--- src/sv/tfcd_pkg.sv ---
`timescale 1ns / 1ps

package tfcd_pkg;

   localparam int unsigned FrameLen  = 26;
   localparam int unsigned CheckPos  = 25;
   localparam int unsigned FirstKept = 2;
   localparam int unsigned LastKept  = 20;

   localparam logic [7:0] ServiceType = 8'h03;
   localparam logic [7:0] EndMark     = 8'd65;

   localparam logic [1:0] StatusMeasure = 2'd0;
   localparam logic [1:0] StatusBroken  = 2'd1;
   localparam logic [1:0] StatusStart   = 2'd2;
   localparam logic [1:0] StatusEnd     = 2'd3;

   typedef logic [7:0] byte_type;

   typedef struct packed {
      logic [1:0]         status;
      logic [7:0]         pointing_number;
      logic [7:0]         info_type;
      logic               time_ref;
      logic [16:0]        time_seconds;
      logic [9:0]         time_millis;
      logic signed [15:0] azimuth;
      logic signed [15:0] elevation;
      logic [22:0]        distance;
      logic [31:0]        good_count;
      logic [31:0]        broken_count;
   } result_type;

   // Eight-bit sum with the carry folded back into bit 0.
   function automatic logic [7:0] sum_add(input logic [7:0] acc, input logic [7:0] b);
      logic [8:0] t;
      t = {1'b0, acc} + {1'b0, b};
      return t[7:0] + {7'd0, t[8]};
   endfunction

   function automatic logic [9:0] millis_of(input logic [1:0] code);
      logic [9:0] ms;
      case (code)
         2'd0:    ms = 10'd0;
         2'd1:    ms = 10'd250;
         2'd2:    ms = 10'd500;
         2'd3:    ms = 10'd750;
         default: ms = 10'd0;
      endcase
      return ms;
   endfunction

endpackage

--- src/sv/telemetry_frame_checker_decoder_top.sv ---
`timescale 1ns / 1ps
// The result word is registered and appears in the cycle after the checksum byte is accepted.
// Throughput: one input word per cycle while req_ready is high; the running sum and field capture are registered.
// The output register holds a result until taken, and new words are accepted meanwhile
// whenever that register is empty or being emptied in the same cycle.
// Reset clears the byte position, running sum, both frame counts and the output valid.
module telemetry_frame_checker_decoder_top import tfcd_pkg::*; (
   input  logic               clock,
   input  logic               reset,
   input  logic               req_valid,
   output logic               req_ready,
   input  logic [7:0]         req_data_byte,
   input  logic               req_first_byte,
   output logic               rsp_valid,
   input  logic               rsp_ready,
   output logic [1:0]         rsp_status,
   output logic [7:0]         rsp_pointing_number,
   output logic [7:0]         rsp_info_type,
   output logic               rsp_time_ref,
   output logic [16:0]        rsp_time_seconds,
   output logic [9:0]         rsp_time_millis,
   output logic signed [15:0] rsp_azimuth,
   output logic signed [15:0] rsp_elevation,
   output logic [22:0]        rsp_distance,
   output logic [31:0]        rsp_good_count,
   output logic [31:0]        rsp_broken_count
);

   logic [4:0]  pos_ff, pos_in;
   logic [7:0]  sum_ff, sum_in;
   logic [31:0] good_ff, good_in;
   logic [31:0] broken_ff, broken_in;
   logic        rsp_valid_ff, rsp_valid_in;
   result_type  rsp_ff;
   byte_type    frame_ff [FirstKept:LastKept];

   logic        accept;
   logic        frame_we;
   logic        done;
   result_type  decoded;

   assign req_ready = !rsp_valid_ff || rsp_ready;
   assign accept    = req_valid && req_ready;

   tfcd_decode u_decode (
      .frame         (frame_ff),
      .check_byte    (req_data_byte),
      .running_sum   (sum_ff),
      .good_frames   (good_ff),
      .broken_frames (broken_ff),
      .result        (decoded)
   );

   always_comb begin
      pos_in    = pos_ff;
      sum_in    = sum_ff;
      good_in   = good_ff;
      broken_in = broken_ff;
      frame_we  = 1'b0;
      done      = 1'b0;
      if (accept) begin
         if (req_first_byte) begin
            sum_in = req_data_byte;
            pos_in = 5'd1;
         end else if (pos_ff == 5'd0 || pos_ff >= 5'(FrameLen)) begin
            pos_in = 5'd0;
         end else if (pos_ff < 5'(CheckPos)) begin
            frame_we = 1'b1;
            sum_in   = sum_add(sum_ff, req_data_byte);
            pos_in   = pos_ff + 5'd1;
         end else begin
            done      = 1'b1;
            pos_in    = 5'd0;
            sum_in    = 8'd0;
            good_in   = decoded.good_count;
            broken_in = decoded.broken_count;
         end
      end
      if (done) begin
         rsp_valid_in = 1'b1;
      end else if (rsp_ready) begin
         rsp_valid_in = 1'b0;
      end else begin
         rsp_valid_in = rsp_valid_ff;
      end
   end

   always_ff @(posedge clock) begin
      if (reset) begin
         pos_ff       <= '0;
         sum_ff       <= '0;
         good_ff      <= '0;
         broken_ff    <= '0;
         rsp_valid_ff <= 1'b0;
      end else begin
         pos_ff       <= pos_in;
         sum_ff       <= sum_in;
         good_ff      <= good_in;
         broken_ff    <= broken_in;
         rsp_valid_ff <= rsp_valid_in;
      end
   end

   always_ff @(posedge clock) begin
      if (done) begin
         rsp_ff <= decoded;
      end
      for (int i = FirstKept; i <= LastKept; i++) begin
         if (frame_we && pos_ff == 5'(i)) begin
            frame_ff[i] <= req_data_byte;
         end
      end
   end

   assign rsp_valid           = rsp_valid_ff;
   assign rsp_status          = rsp_ff.status;
   assign rsp_pointing_number = rsp_ff.pointing_number;
   assign rsp_info_type       = rsp_ff.info_type;
   assign rsp_time_ref        = rsp_ff.time_ref;
   assign rsp_time_seconds    = rsp_ff.time_seconds;
   assign rsp_time_millis     = rsp_ff.time_millis;
   assign rsp_azimuth         = rsp_ff.azimuth;
   assign rsp_elevation       = rsp_ff.elevation;
   assign rsp_distance        = rsp_ff.distance;
   assign rsp_good_count      = rsp_ff.good_count;
   assign rsp_broken_count    = rsp_ff.broken_count;

endmodule

--- src/sv/tfcd_decode.sv ---
`timescale 1ns / 1ps

module tfcd_decode import tfcd_pkg::*; (
   input  byte_type    frame [FirstKept:LastKept],
   input  logic [7:0]  check_byte,
   input  logic [7:0]  running_sum,
   input  logic [31:0] good_frames,
   input  logic [31:0] broken_frames,
   output result_type  result
);

   function automatic logic signed [15:0] angle_of(input byte_type b0, input byte_type b1,
                                                   input byte_type b2);
      logic [15:0] mag;
      mag = {1'b0, b0[2:0], b1[6:0], b2[6:2]};
      if (b0[6]) begin
         mag = 16'd0 - mag;
      end
      return signed'(mag);
   endfunction

   logic is_service;
   logic is_end;

   assign is_service = (frame[3] == ServiceType);
   assign is_end     = (frame[5] == EndMark) && (frame[6] == EndMark) && (frame[7] == EndMark);

   always_comb begin
      result = '0;
      result.good_count   = good_frames;
      result.broken_count = broken_frames;
      if (check_byte != running_sum) begin
         result.status       = StatusBroken;
         result.broken_count = broken_frames + 32'd1;
      end else if (is_service) begin
         result.status = is_end ? StatusEnd : StatusStart;
      end else begin
         result.status          = StatusMeasure;
         result.good_count      = good_frames + 32'd1;
         result.pointing_number = frame[2];
         result.info_type       = frame[3];
         result.time_ref        = frame[8][6];
         result.time_seconds    = {frame[8][4:0], frame[9][6:0], frame[10][6:2]};
         result.time_millis     = millis_of(frame[10][1:0]);
         result.azimuth         = angle_of(frame[11], frame[12], frame[13]);
         result.elevation       = angle_of(frame[18], frame[19], frame[20]);
         result.distance        = {frame[14][1:0], frame[15][6:0], frame[16][6:0],
                                   frame[17][6:0]};
      end
   end

endmodule

--- config.mk ---
export PLATFORM = sky130hd
export DESIGN_NAME = telemetry_frame_checker_decoder_top
export DESIGN_NICKNAME = d
export VERILOG_FILES = /design/src/sv/tfcd_pkg.sv /design/src/sv/telemetry_frame_checker_decoder_top.sv /design/src/sv/tfcd_decode.sv
export SDC_FILE = /design/constraint.sdc
export NUM_CORES = 1
export LEC_CHECK = 0
export ABC_AREA = 1
export BUFFER_PORTS_ARGS = -buffer_cell sky130_fd_sc_hd__buf_2
export CORE_MARGIN = 4
export CORE_UTILIZATION = 50
export DETAILED_ROUTE_END_ITERATION = 12
export GPL_ROUTABILITY_DRIVEN = 0
export HOLD_SLACK_MARGIN = 0.08
export PLACE_DENSITY = 0.74
export SYNTH_ARGS = -nofsm -noshare
export SYNTH_HDL_FRONTEND = slang
export SYNTH_SLANG_ARGS = --single-unit
--- constraint.sdc ---
create_clock -name clock -period 5.8 [get_ports clock]
set_clock_uncertainty 0.05 [all_clocks]
set_input_delay 0.87 -clock clock [delete_from_list [all_inputs] [get_ports clock]]
set_output_delay 0.87 -clock clock [all_outputs]
set_load 0.02 [all_outputs]
==> flow_summary.ini <==
[run_status]
outcome = finished, final reports clean

[synthesis]
dominantRegCellSynth = sky130_fd_sc_hd__edfxtp_1
synth.net_count = 1611
async_reset_ff_share_pct = 0
synth_top_cell_area_share_pct = 53.4
syn_inst = 1574
syn_avg_cell_area_sq_um = 9.86
post_synth_instance_area_sq_um = 15500
synth-edff-count = 276
post-synth-top-area-cell = sky130_fd_sc_hd__edfxtp_1
synthesis.yosys.warnings = 0
yosys_register_bits = 354
seq_area_frac_synth_pct = 63.5
synth_top_cells_by_area = sky130_fd_sc_hd__edfxtp_1 53%, sky130_fd_sc_hd__dfxtp_1 10%, sky130_fd_sc_hd__nand2_1 6.8%
synth_cell_type_count = 45

[detailed_routing]
routed_via_density = 5.22
drc = 0
dr_total_vias = 11300
finalWirelength_um = 34900
drt_first_pass_iters = 7
detailedRoute.firstIterationViolations = 1057
post_drt_wl_per_cell_um = 16.1
postRouteAntennaNets = 0

[pwr]
cellLeakagePower_nw = 6.89
p_per_area_nw_per_um2 = 282
worst_ir_drop_vdd_mv = 0.180
power_consumption_w = 0.00502

[floorplanning]
initial_utilization_pct = 50.7
design.portCount = 180
die-width_um = 184
floorplan.core_area_sq_um = 30600
dieHeight_um = 184
placementRows = 64
design.die.area_sq_um = 33900

[cts]
cts_max_level = 2
post_cts_hold_buffer_count = 0
cts_root_buffer = sky130_fd_sc_hd__clkbuf_16
tritoncts_num_sinks = 354
cts-buffers-inserted = 35
cts_tree = built
clk_pin_slew_worst_paths_ns = 0.06
post-cts-setup-buffer-count = 0
cts_buffer_depth = 3
cts_repair_resize_count = 0
clock_latency_ns = 0.52

[place]
place_area_sq_um = 16700
io_buffers = 178
dp_hpwl_um = 23500

[timing]
fmax_mhz = 294
final_period_minus_worst_setup_slack_ns = 3.40
timing.setup.tns_ns = 0
timing.final.setup_violations = 0
slew_viol_final = 0
hold_ws_ns = 0.444
rsz_0062_raised_after_global_routing = false
max_slew.worst_pin.slew_ns = 1.27
timing.slew.headroom_pct = 14.6
final_number_of_hold_violating_endpoints = 0
period_share_pct = 58.6

[cells_and_area]
layout.filler_cells = 2530
final_layout_size_suffix_gt1_share_pct = 14.3
area.growth.synth_to_final_pct = 14.8
nets = 1786
final_cell_area_sq_um = 17800
antennaDiodeCount = 0

[setup_path]
cp_data_required_time_ns = 6.02
cp.arrival_ns = 3.61
critPathLaunch = req_data_byte[6]
r2r_setup_slack_ns = 2.51
cp_max_fo = 36
worstReg2RegStart = pos_ff[0]
reg2reg_depth = 11
setup.worst_path.class = in -> reg
type_of_element_capturing_the_critical_path = flop
end_of_the_worst_register_to_register_path = frame_ff[81]
critPathLaunchType = input port

[hold_path]
hold_depth = 2
class_of_the_tightest_hold_or_removal_check = reg -> reg
worstHoldEndpoint = broken_ff[1]
startpoint_of_the_lowest_slack_hold_path = broken_ff[1]

[global_routing]
gr-total-overflow = 0
grt_pass1_vias = 10800
largest_net_degree_at_the_start_of_global_routing = 146
global_route.usage.total_pct = 20.2
antenna_violations_before_repair = 0
first_pass_grt_wire_length_um = 55500

[flow_run]
max_cap_violations = 0
power breakdown:
part / internal (W) / total [W] / switching, W / leakage (nW)
clock network: 0.00124 / 0.00216 / 0.000916 / 0.533
logic: 0.0000397 / 0.000140 / 0.000100 / 3.49
registers: 0.00272 / 0.00272 / 0.00000438 / 2.87
routing by layer:
layer  routed length [um]  global-route usage [%]
met1                15400                    27.5
met2                16500                    33.6
met3                 2130                    3.32
met4                  967                    6.09
met5                    0                       0
cell usage in the layout (no fill, tap or decap), types with 20 or more instances in the layout:
| cell type | count |
|---|---|
| sky130_fd_sc_hd__nand4_1 | 20 |
| sky130_fd_sc_hd__a21oi_1 | 106 |
| sky130_fd_sc_hd__ha_1 | 23 |
| sky130_fd_sc_hd__clkbuf_16 | 36 |
| sky130_fd_sc_hd__dfxtp_1 | 78 |
| sky130_fd_sc_hd__edfxtp_1 | 276 |
| sky130_fd_sc_hd__nor2_1 | 191 |
| sky130_fd_sc_hd__nor3_1 | 30 |
| sky130_fd_sc_hd__o21ai_0 | 86 |
| sky130_fd_sc_hd__inv_1 | 254 |
| sky130_fd_sc_hd__nand2_1 | 280 |
| sky130_fd_sc_hd__buf_2 | 178 |
| sky130_fd_sc_hd__xor2_1 | 29 |
| sky130_fd_sc_hd__nand3_1 | 81 |
synth_stat cells, types with 2 or more instances:
| cell type | number |
|---|---|
| sky130_fd_sc_hd__inv_1 | 254 |
| sky130_fd_sc_hd__o21bai_1 | 4 |
| sky130_fd_sc_hd__inv_2 | 2 |
| sky130_fd_sc_hd__buf_1 | 3 |
| sky130_fd_sc_hd__xnor2_1 | 3 |
| sky130_fd_sc_hd__buf_6 | 5 |
| sky130_fd_sc_hd__nand4_1 | 20 |
| sky130_fd_sc_hd__or2_2 | 4 |
| sky130_fd_sc_hd__o21a_1 | 2 |
| sky130_fd_sc_hd__clkbuf_1 | 18 |
| sky130_fd_sc_hd__nand2_1 | 281 |
| sky130_fd_sc_hd__and3_1 | 2 |
| sky130_fd_sc_hd__nor3_1 | 30 |
| sky130_fd_sc_hd__ha_1 | 23 |
| sky130_fd_sc_hd__a31oi_1 | 5 |
| sky130_fd_sc_hd__nor4_1 | 13 |
| sky130_fd_sc_hd__nand3_1 | 81 |
| sky130_fd_sc_hd__o21ai_0 | 86 |
| sky130_fd_sc_hd__edfxtp_1 | 276 |
| sky130_fd_sc_hd__a21oi_1 | 106 |
| sky130_fd_sc_hd__dfxtp_1 | 78 |
| sky130_fd_sc_hd__nor2_4 | 2 |
| sky130_fd_sc_hd__nor2_2 | 7 |
| sky130_fd_sc_hd__nor2_1 | 191 |
| sky130_fd_sc_hd__buf_2 | 14 |
| sky130_fd_sc_hd__buf_4 | 6 |
| sky130_fd_sc_hd__o21ai_1 | 12 |
| sky130_fd_sc_hd__xor2_1 | 29 |
critical path, cell delays in order:
cell and delay, ns:
sky130_fd_sc_hd__buf_2 0.35, sky130_fd_sc_hd__ha_1 0.38, sky130_fd_sc_hd__nor2_1 0.14, sky130_fd_sc_hd__nand2_1 0.10, sky130_fd_sc_hd__nor2_4 0.49, sky130_fd_sc_hd__inv_4 0.20
sky130_fd_sc_hd__nor2_8 0.45, sky130_fd_sc_hd__nand2_1 0.19, sky130_fd_sc_hd__nor2_1 0.16, sky130_fd_sc_hd__xor2_1 0.19, sky130_fd_sc_hd__inv_1 0.05
through the flow:
step / setup slack [ns] / instances / utilization (%)
after floorplan: 1.57 / 1574 / -
after global placement: 2.09 / 2108 / 54.7
after detailed placement: 1.93 / 2108 / 54.7
after CTS: 2.47 / 2170 / 58.2
after global routing: 2.21 / 2170 / 58.2
final: 2.40 / 2170 / 58.2
flip-flops by register name, summed over array words and instances (netlist names):
signal and cells:
frame_ff 115, broken_ff 32, sum_ff 8, rsp_azimuth 16
pos_ff 5, rsp_distance 23, rsp_broken_count 32, rsp_elevation 16
rsp_info_type 8, rsp_good_count 32, good_ff 32, rsp_time_seconds 17
rsp_valid 1, rsp_time_millis 6, rsp_pointing_number 8, rsp_time_ref 1
rsp_status 2
worst max-delay path by stage:
stage | endpoint | cells past startpoint | slack [ns]
4_1_cts | rsp_good_count[9] | 11 | 2.47
2_1_floorplan | rsp_azimuth[0] | 8 | 1.57
5_1_grt | rsp_good_count[19] | 12 | 2.21
3_3_place_gp | rsp_good_count[9] | 11 | 2.09
6_report | rsp_good_count[9] | 11 | 2.40
3_5_place_dp | rsp_good_count[19] | 12 | 1.93
cell families after synthesis:
logic type	count (synthesis)	share of synthesized area, %
other	1	0.0242
adder cells (fa/ha/maj)	24	1.98
AO/OA/AOI/OAI	221	7.41
XOR/XNOR	32	1.81
AND/OR/NAND/NOR	637	17.4
buffers and inverters	305	7.91
flip-flops	354	63.5
cell type report:
| type | count | area [sq um] | share of cell area, % |
|---|---|---|---|
| sequential | 354 | 9850 | 55.3 |
| clock buffer | 51 | 997 | 5.60 |
| tap | 396 | 495 | 2.78 |
| clock inverter | 11 | 93.8 | 0.527 |
| timing repair buffer | 185 | 956 | 5.37 |
| multi-input combinational | 915 | 4450 | 25.0 |
| inverter | 258 | 972 | 5.46 |
(Power assumes the default switching activity.)
